### src/rtl/core/assert_macros.svh
// assertion macros used by the controller of the led bar graph serializer
`ifndef ASSERT_MACROS_SVH
`define ASSERT_MACROS_SVH

`ifndef ASSERT_OFF

// same-cycle implication, checked on every rising edge outside reset
`define ASSERT_IMPL(label, ante, cons, msg) \
    label: assert property (@(posedge clk) disable iff (!rst_n) (ante) |-> (cons)) \
        else $error(msg);

// next-cycle implication, checked on every rising edge outside reset
`define ASSERT_NEXT(label, ante, cons, msg) \
    label: assert property (@(posedge clk) disable iff (!rst_n) (ante) |=> (cons)) \
        else $error(msg);

`else

`define ASSERT_IMPL(label, ante, cons, msg)
`define ASSERT_NEXT(label, ante, cons, msg)

`endif

`endif

### src/rtl/core/lbgs_pkg.sv
// types, constants and bar fill functions for the led bar graph serializer
`timescale 1ns / 1ps

package lbgs_pkg;

    localparam int WORD_BITS  = 16;
    localparam int FRAME_BITS = 64;
    localparam int POS_BITS   = $clog2(FRAME_BITS);

    localparam logic [1:0] CMD_BATTERY = 2'd0;
    localparam logic [1:0] CMD_TEMP    = 2'd1;
    localparam logic [1:0] CMD_FAULT   = 2'd2;

    localparam logic [WORD_BITS-1:0] FAULT_LOW_SET  = 16'h0003;
    localparam logic [WORD_BITS-1:0] FAULT_HIGH_SET = 16'hC000;
    localparam logic [WORD_BITS-1:0] FAULT_LOW_CLR  = 16'hFFFC;
    localparam logic [WORD_BITS-1:0] FAULT_HIGH_CLR = 16'h3FFF;
    localparam logic [8:0]           TEMP_OFFSET    = 9'd2;

    typedef struct packed {
        logic [1:0] command;
        logic [7:0] level;
        logic       fault_on;
    } event_t;

    typedef struct packed {
        logic                data_bit;
        logic [POS_BITS-1:0] bit_position;
        logic                last_bit;
    } led_t;

    typedef enum logic [1:0] {
        ST_IDLE,
        ST_UPDATE,
        ST_SHIFT
    } state_t;

    typedef struct packed {
        logic load;
        logic update;
        logic clear_count;
        logic advance;
    } ctrl_cmd_t;

    typedef struct packed {
        logic changed;
        logic at_last;
    } ctrl_status_t;

    // n lit leds from the msb, saturating at a full word
    function automatic logic [WORD_BITS-1:0] bar_fill(input logic [8:0] n);
        logic [WORD_BITS-1:0] fill;
        if (n == 9'd0)
        begin
            fill = '0;
        end
        else if (n >= 9'(WORD_BITS))
        begin
            fill = '1;
        end
        else
        begin
            fill = ~({WORD_BITS{1'b1}} >> n[3:0]);
        end
        return fill;
    endfunction

    // second word of a bar that spans two words
    function automatic logic [WORD_BITS-1:0] bar_fill_upper(input logic [8:0] n);
        logic [WORD_BITS-1:0] fill;
        if (n >= 9'(WORD_BITS))
        begin
            fill = bar_fill(n - 9'(WORD_BITS));
        end
        else
        begin
            fill = '0;
        end
        return fill;
    endfunction

endpackage

### src/rtl/core/led_bar_graph_serializer_unit.sv
// top level of the led bar graph serializer
`timescale 1ns / 1ps

// event channel: event_valid / event_stall with event_data (command, level,
// fault_on). an item is taken when event_valid is high and event_stall low.
// led channel: led_valid / led_stall with led_data (data_bit, bit_position,
// last_bit), one item per shift clock of the led chain.
// an item that changes the battery, temperature or fault reading updates the
// 64-bit frame and sends it out as 64 items, word 0 first, lsb first, with
// last_bit on bit 63 so the latch can pulse after it. an item that repeats
// the stored reading, or carries an unknown command, sends nothing.
// sequence: the item is taken in the idle state, the frame is updated in
// the update state, then one bit per cycle is shifted out while led_stall
// is low; an item that sends nothing returns to idle after the update.
// event_stall stays high until the frame has gone out.
// reset clears the frame and the stored readings to zero and leaves the
// block idle. a stall on the led channel holds the current bit in place.

module led_bar_graph_serializer_unit
    import lbgs_pkg::*;
(
    input  logic   clk,
    input  logic   rst_n,
    input  logic   event_valid,
    output logic   event_stall,
    input  event_t event_data,
    output logic   led_valid,
    input  logic   led_stall,
    output led_t   led_data
);

    ctrl_cmd_t    cmd;
    ctrl_status_t status;

    lbgs_controller u_controller (
        .clk         (clk),
        .rst_n       (rst_n),
        .event_valid (event_valid),
        .led_stall   (led_stall),
        .status      (status),
        .cmd         (cmd),
        .event_stall (event_stall),
        .led_valid   (led_valid)
    );

    lbgs_datapath u_datapath (
        .clk        (clk),
        .rst_n      (rst_n),
        .event_data (event_data),
        .cmd        (cmd),
        .status     (status),
        .led_data   (led_data)
    );

endmodule

### src/rtl/core/lbgs_datapath.sv
// frame store, stored readings and bit counter of the serializer
`timescale 1ns / 1ps

module lbgs_datapath
    import lbgs_pkg::*;
(
    input  logic         clk,
    input  logic         rst_n,
    input  event_t       event_data,
    input  ctrl_cmd_t    cmd,
    output ctrl_status_t status,
    output led_t         led_data
);

    event_t                  item_reg;
    logic [FRAME_BITS-1:0]   frame_reg, frame_next;
    logic [7:0]              battery_reg, battery_next;
    logic [7:0]              temp_reg, temp_next;
    logic                    fault_reg, fault_next;
    logic [POS_BITS-1:0]     count_reg;

    logic [8:0]              temp_n;
    logic [WORD_BITS-1:0]    bat_upper;
    logic [WORD_BITS-1:0]    temp_lower;
    logic                    changed;

    // item is captured on acceptance and used in the update cycle
    always_ff @(posedge clk)
    begin
        if (cmd.load)
        begin
            item_reg <= event_data;
        end
    end

    always_comb
    begin
        temp_n     = {1'b0, item_reg.level} + TEMP_OFFSET;
        bat_upper  = bar_fill_upper({1'b0, item_reg.level});
        bat_upper  = fault_reg ? (bat_upper | FAULT_LOW_SET) : (bat_upper & FAULT_LOW_CLR);
        temp_lower = bar_fill(temp_n);
        temp_lower = fault_reg ? (temp_lower | FAULT_HIGH_SET)
                               : (temp_lower & FAULT_HIGH_CLR);

        frame_next   = frame_reg;
        battery_next = battery_reg;
        temp_next    = temp_reg;
        fault_next   = fault_reg;
        changed      = 1'b0;

        unique case (item_reg.command)
            CMD_BATTERY:
            begin
                changed = (item_reg.level != battery_reg);
                battery_next = item_reg.level;
                frame_next[WORD_BITS-1:0]           = bar_fill({1'b0, item_reg.level});
                frame_next[2*WORD_BITS-1:WORD_BITS] = bat_upper;
            end
            CMD_TEMP:
            begin
                changed = (item_reg.level != temp_reg);
                temp_next = item_reg.level;
                frame_next[3*WORD_BITS-1:2*WORD_BITS] = temp_lower;
                frame_next[4*WORD_BITS-1:3*WORD_BITS] = bar_fill_upper(temp_n);
            end
            CMD_FAULT:
            begin
                changed = (item_reg.fault_on != fault_reg);
                fault_next = item_reg.fault_on;
                if (item_reg.fault_on)
                begin
                    frame_next[2*WORD_BITS-1:WORD_BITS] =
                        frame_reg[2*WORD_BITS-1:WORD_BITS] | FAULT_LOW_SET;
                    frame_next[3*WORD_BITS-1:2*WORD_BITS] =
                        frame_reg[3*WORD_BITS-1:2*WORD_BITS] | FAULT_HIGH_SET;
                end
                else
                begin
                    frame_next[2*WORD_BITS-1:WORD_BITS] =
                        frame_reg[2*WORD_BITS-1:WORD_BITS] & FAULT_LOW_CLR;
                    frame_next[3*WORD_BITS-1:2*WORD_BITS] =
                        frame_reg[3*WORD_BITS-1:2*WORD_BITS] & FAULT_HIGH_CLR;
                end
            end
            default:
            begin
                changed = 1'b0;
            end
        endcase
    end

    always_ff @(posedge clk or negedge rst_n)
    begin
        if (!rst_n)
        begin
            frame_reg   <= '0;
            battery_reg <= '0;
            temp_reg    <= '0;
            fault_reg   <= 1'b0;
        end
        else if (cmd.update && changed)
        begin
            frame_reg   <= frame_next;
            battery_reg <= battery_next;
            temp_reg    <= temp_next;
            fault_reg   <= fault_next;
        end
    end

    always_ff @(posedge clk or negedge rst_n)
    begin
        if (!rst_n)
        begin
            count_reg <= '0;
        end
        else if (cmd.clear_count)
        begin
            count_reg <= '0;
        end
        else if (cmd.advance)
        begin
            count_reg <= count_reg + 1'b1;
        end
    end

    assign status.changed = changed;
    assign status.at_last = (count_reg == POS_BITS'(FRAME_BITS - 1));

    assign led_data.data_bit     = frame_reg[count_reg];
    assign led_data.bit_position = count_reg;
    assign led_data.last_bit     = status.at_last;

endmodule

### src/rtl/core/lbgs_controller.sv
// sequencing of capture, frame update and bit shifting
`timescale 1ns / 1ps

`include "assert_macros.svh"

module lbgs_controller
    import lbgs_pkg::*;
(
    input  logic         clk,
    input  logic         rst_n,
    input  logic         event_valid,
    input  logic         led_stall,
    input  ctrl_status_t status,
    output ctrl_cmd_t    cmd,
    output logic         event_stall,
    output logic         led_valid
);

    state_t state_reg, state_next;
    logic   in_shift;
    logic   in_update;
    logic   last_taken;

    always_ff @(posedge clk or negedge rst_n)
    begin
        if (!rst_n)
        begin
            state_reg <= ST_IDLE;
        end
        else
        begin
            state_reg <= state_next;
        end
    end

    always_comb
    begin
        state_next  = state_reg;
        cmd         = '0;
        event_stall = 1'b1;
        led_valid   = 1'b0;
        unique case (state_reg)
            ST_IDLE:
            begin
                event_stall = 1'b0;
                cmd.load    = event_valid;
                if (event_valid)
                begin
                    state_next = ST_UPDATE;
                end
            end
            ST_UPDATE:
            begin
                cmd.update      = 1'b1;
                cmd.clear_count = 1'b1;
                // an unchanged reading sends no frame
                state_next = status.changed ? ST_SHIFT : ST_IDLE;
            end
            ST_SHIFT:
            begin
                led_valid = 1'b1;
                if (!led_stall)
                begin
                    cmd.advance = 1'b1;
                    if (status.at_last)
                    begin
                        state_next = ST_IDLE;
                    end
                end
            end
            default:
            begin
                state_next = ST_IDLE;
            end
        endcase
    end

    assign in_shift   = (state_reg == ST_SHIFT);
    assign in_update  = (state_reg == ST_UPDATE);
    assign last_taken = in_shift && !led_stall && status.at_last;

    `ASSERT_NEXT(a_shift_holds_on_stall, in_shift && led_stall, in_shift, "shift left on stall")
    `ASSERT_NEXT(a_idle_after_last, last_taken, state_reg == ST_IDLE, "no idle after last bit")
    `ASSERT_NEXT(a_update_one_cycle, in_update, !in_update, "update over one cycle")
    `ASSERT_IMPL(a_no_advance_when_stalled, led_stall, !cmd.advance, "counter moved on stall")

endmodule

### config.mk
export PLATFORM = sky130hd
export DESIGN_NAME = led_bar_graph_serializer_unit
export DESIGN_NICKNAME = d
export VERILOG_FILES = /design/src/rtl/core/lbgs_pkg.sv /design/src/rtl/core/led_bar_graph_serializer_unit.sv /design/src/rtl/core/lbgs_datapath.sv /design/src/rtl/core/lbgs_controller.sv
export VERILOG_INCLUDE_DIRS = /design/src /design/src/rtl/core
export SDC_FILE = /design/constraint.sdc
export NUM_CORES = 1
export LEC_CHECK = 0
export BUFFER_PORTS_ARGS = -buffer_cell sky130_fd_sc_hd__buf_2
export CAP_MARGIN = 25
export CORE_MARGIN = 2
export CORE_UTILIZATION = 43
export DETAILED_ROUTE_END_ITERATION = 10
export GPL_TIMING_DRIVEN = 0
export HOLD_SLACK_MARGIN = 0.1
export PLACE_DENSITY = 0.65
export SYNTH_ARGS = -nofsm -noshare
export SYNTH_HDL_FRONTEND = slang
export SYNTH_SLANG_ARGS = --single-unit
### constraint.sdc
create_clock -name clk -period 3.6 [get_ports clk]
set_input_delay 0.54 -clock clk [delete_from_list [all_inputs] [get_ports clk]]
set_output_delay 0.54 -clock clk [all_outputs]
set_load 0.05 [all_outputs]
Yosys cells after proc, flatten, opt, wreduce, memory -nomap -nowiden:

Index checks and enable logic that the tools add are counted.
Widths: inputs -> output; s select.

* order comparisons: 5
* add/subtract/negate cells: 4
* multiplexer cells: 31
* reduce and logical (&&, ||, !) cells: 18
* eq/ne operators: 11
* $mul: 0
* bitwise gates (word level): 5
* divide/modulo/power cells: 0
* shift operators: 4

Operators by type and width (number)
* $mux 16: 9
* $pmux 16 s2: 2
* $not 16->16: 3
* $shr 16x4->16 const A: 3
* $mux 32: 1
* $mux 14: 2
* $ge 9x5->1 const B: 3
* $logic_not 9->1: 3
* $ne 8x8->1: 2
* $shr 16x4->14 const A: 1
* $not 14->14: 1
* $mux 2: 6
* $mux 6: 2
* $reduce_and 2->1: 5
* $add 8x2->9 const B: 1
* $reduce_and 3->1: 3
* $sub 8x5->9 const B: 1
* $sub 9x5->9 const B: 1
* $ge 8x5->1 const B: 1
* $logic_not 8->1: 1
* $lt 6x7->1 const B: 1
* $add 6x1->6 const B: 1
* $bmux 1 s6: 1
* $eq 6x6->1 const B: 1
* 11 further kinds: 23

* latch bits: 0
* bits in writable memories: 0
* input port bits: 15
* ROM bits: 0
* memories: 0
* logic and storage cells: 92
* flip-flop bits (word level): 100
* output and inout port bits: 10

Longest topological paths before layout:

* depth in word-level cells: 7
* mapped depth: 11
* depth with buffers taken out: 10

Modules after synthesis:

Synthesis repeated with hierarchy kept, for this count alone.

* cell total of the unflattened synthesis: 524
* area total of the unflattened synthesis: 5505.3 µm²

By module, submodules not included
* lbgs_datapath: cells an instance 512, area an instance 5377.7 µm², times used 1
* lbgs_controller: cells an instance 12, area an instance 127.6 µm², times used 1

Worst setup path after synthesis:

Ideal clock, no wire load.

* kind: reg-to-output
* from: register u_datapath.count_reg[0]
* to: output led_data[7] in the netlist's numbering
* cell stages (with the launch flop): 8
* required time: 3.060 ns
* arrival: 2.808 ns
* slack: 0.252 ns
* cells stage by stage: dfrtp_1 > buf_4 > buf_2 > mux2i_1 > a211oi_1 > a21oi_1 > mux4_2 > a21oi_1

RTL lines
* start: declaration: line lbgs_datapath.sv:20 `logic [POS_BITS-1:0] count_reg;`
* start signal: assignment: line lbgs_datapath.sv:122 `count_reg <= count_reg + 1'b1;`
* end: declaration: line led_bar_graph_serializer_unit.sv:29 `output led_t led_data`

==> results.yml <==
global_routing:
  grt_max_degree: 46
  grt_first_pass_wirelength_um: 22300
  grt_util_all_layers_pct: 19.9
  antenna_found_initial: 0
  grt_overflow: 0
  grt_pass1_vias: 4198
pwr:
  p_comb_share_pct: 40.5
  peakVddDrop_mv: 0.371
  swShare_pct: 37.4
  p_clk_share_pct: 22.0
  p_int_mw: 2.91
  power_mw: 4.66
  seq_power_share_pct: 37.4
  total_leakage_power_nw: 2.94
  power_switching_mw: 1.74
  powerDensity_nw_per_um2: 714
clock_network:
  cts_hold_buf: 0
  cts_tree: "done"
  clock_latency_ps: 360
  post_cts_buffers: 0
  clk_pin_slew_ps: 70
  numCtsBuffers: 9
  root_buffer: "clkbuf_16"
  h-tree-depth: 3
  cts-resized-gates: 0
  cts_sinks: 98
  cts_buffer_depth: 2
sta:
  setup_violations: 0
  fin_skew_ps: 6.40
  hold_ws_ps: 181
  tightest_slew_ps: 631
  fin_crit_ps: 3380
  fin_tns_setup_ps: 0
  max_freq_mhz: 296
  rsz0062_at_grt: "no"
  finalMaxSlewViolations: 0
  fin_crit_sh_pct: 94.0
  hold_viol: 0
  maxSlewHeadroom_pct: 57.9
floorplan:
  ios: 25
  core-area_sq_um: 13200
  placementRows: 42
  die-area_sq_um: 14500
  chipWidth_um: 121
  die_h_um: 121
  initial_utilization_pct: 44.2
setup_path:
  crit_arrival_ps: 2840
  cp.required_ps: 3060
  end_kind: "primary output"
  worstSetupPathType: "reg2out"
  cp_max_fo: 10
  reg2reg_slack_ps: 590
  start_kind: "flip-flop"
yosys:
  synth_top_family_by_area: "multiplexers"
  netlist_area_sq_um: 5850
  syn_avg_cell_area_sq_um: 11.2
  synth-simple-area-share_pct: 11.3
  ys_ff_latch: 98
  synth_edf_count: 11
  synth.top_cell.area_share_pct: 37.2
  synth-seq-area-share_pct: 42.9
  syn-num-nets: 560
  synth_compound_area_share_pct: 13.8
  ys.flop_type: "dfrtp_1"
  yosysUniqueCellTypes: 64
  ys_warn_count: 0
  synthCells: 523
  synthXorXnorAreaFrac_pct: 2.25
  synthAdderAreaFrac_pct: 4.71
  muxShareOfSynthArea_pct: 19.6
  synth_area_leaders: "dfrtp_1, mux4_2, edfxtp_1, mux2_2, mux2_4"
  synth.largest_area_cell: "dfrtp_1"
  yosysMostFrequentCell: "dfrtp_1"
  yosys-top-cells-count: "dfrtp_1, nand2_1, a21oi_1, nor2_1, mux2_2"
  ys_async_sr_fraction_pct: 88.8
flow_run:
  cap_violations: 0
detailed_routing:
  first_pass_iters: 5
  route.detailed.drc: 0
  vias: 4220
  vias_per_cell: 5.71
  drt_iter0_markers: 370
  routed_wl_um: 13500
  ant_nets: 0
  wire_per_inst_um: 18.2
final_layout:
  final-seq-area_sq_um: 2510
  antenna_cells: 0
  fin_util_pct: 49.2
  largest_register_ffs: 62
  fillers: 1241
  layout-drive-gt1-share_pct: 25.2
  multiInputGateArea_sq_um: 3020
  area_delta_synth_final_pct: 11.5
  nNetsFinal: 595
min_path:
  hold_class: "in2async"
placement:
  dp_hpwl_um: 9890
  portBuffers: 24
  place_congestion: 0.864
outcome:
  status: "completed"
worst max-delay path: stages (launching register included):
cell and delay, ps:
dfrtp_1 470, buf_2 370, buf_2 330, nor2_1 80, a211oi_1 210, a21oi_1 70
mux4_2 470, a21oi_1 190, buf_2 290
through the flow:
| step | instance area [sq um] | worst slack [ps] | cells |
|---|---|---|---|
| finish | 6520 | 217 | 739 |
| global route | 6520 | 6.78 | 739 |
| CTS | 6530 | 161 | 740 |
| detailed placement | 6220 | 549 | 724 |
| global placement | 6190 | 586 | 723 |
| floorplan | 5850 | 252 | 523 |
cells in the final DEF, fill, tap and decap left out, types with 16 or more instances in the layout:
master / n
nor2_1: 30
inv_1: 16
o31ai_1: 17
nand2_1: 46
a21oi_1: 44
ha_1: 22
buf_2: 34
mux2_4: 20
mux2i_1: 16
mux2_2: 28
mux4_2: 16
dfrtp_1: 87
routing by layer:
| metal | up-vias | routed length [um] | share of wire (%) | GRT usage (%) |
|---|---|---|---|---|
| li1 | 1974 | - | - | - |
| met1 | 2104 | 6200 | 46 | 27.5 |
| met2 | 124 | 6300 | 47 | 31.0 |
| met3 | 18 | 652 | 4.8 | 4.25 |
| met4 | 0 | 301 | 2.2 | 6.47 |
| met5 | - | 0 | 0 | 0 |
cell type report:
| type | count | area share, % |
|---|---|---|
| sequential | 98 | 38.4 |
| buffer | 37 | 3.80 |
| clock buffer | 9 | 3.45 |
| clock inverter | 7 | 1.29 |
| tap | 176 | 3.38 |
| timing repair buffer | 25 | 2.30 |
| inverter | 18 | 1.04 |
| multi-input combinational | 369 | 46.3 |
logic make-up after synthesis:
logic type | after synthesis
simple gates | 134
flops | 98
mux | 81
compound gates | 117
xor+xnor | 15
fa+ha+maj | 22
buf+inv | 56
path summary, 6_finish.rpt:
| check | startpoint | endpoint | cells past startpoint |
|---|---|---|---|
| setup / recovery | u_datapath.count_reg[1] | led_data[7] | 8 |
| max in group asynchronous | rst_n | u_datapath.count_reg[3] | 2 |
| hold / removal | rst_n | u_datapath.temp_reg[1] | 1 |
| setup reg to reg | u_datapath.item_reg[4] | u_datapath.frame_reg[61] | 10 |
| hold reg to reg | u_datapath.frame_reg[51] | u_datapath.frame_reg[51] | 2 |
| min in group clk | event_data[4] | u_datapath.item_reg[4] | 1 |
power groups by stage:
stage | sequential, mW | clock [mW] | combinational [mW]
finish | 1.74 | 1.03 | 1.89
global route | 1.78 | 1.08 | 2.08
CTS | 1.74 | 1.05 | 1.90
detailed placement | 1.76 | 0 | 1.90
global placement | 1.73 | 0 | 1.85
floorplan | 1.75 | 0 | 1.40
Note: power is estimated with default switching activity, not from simulation.
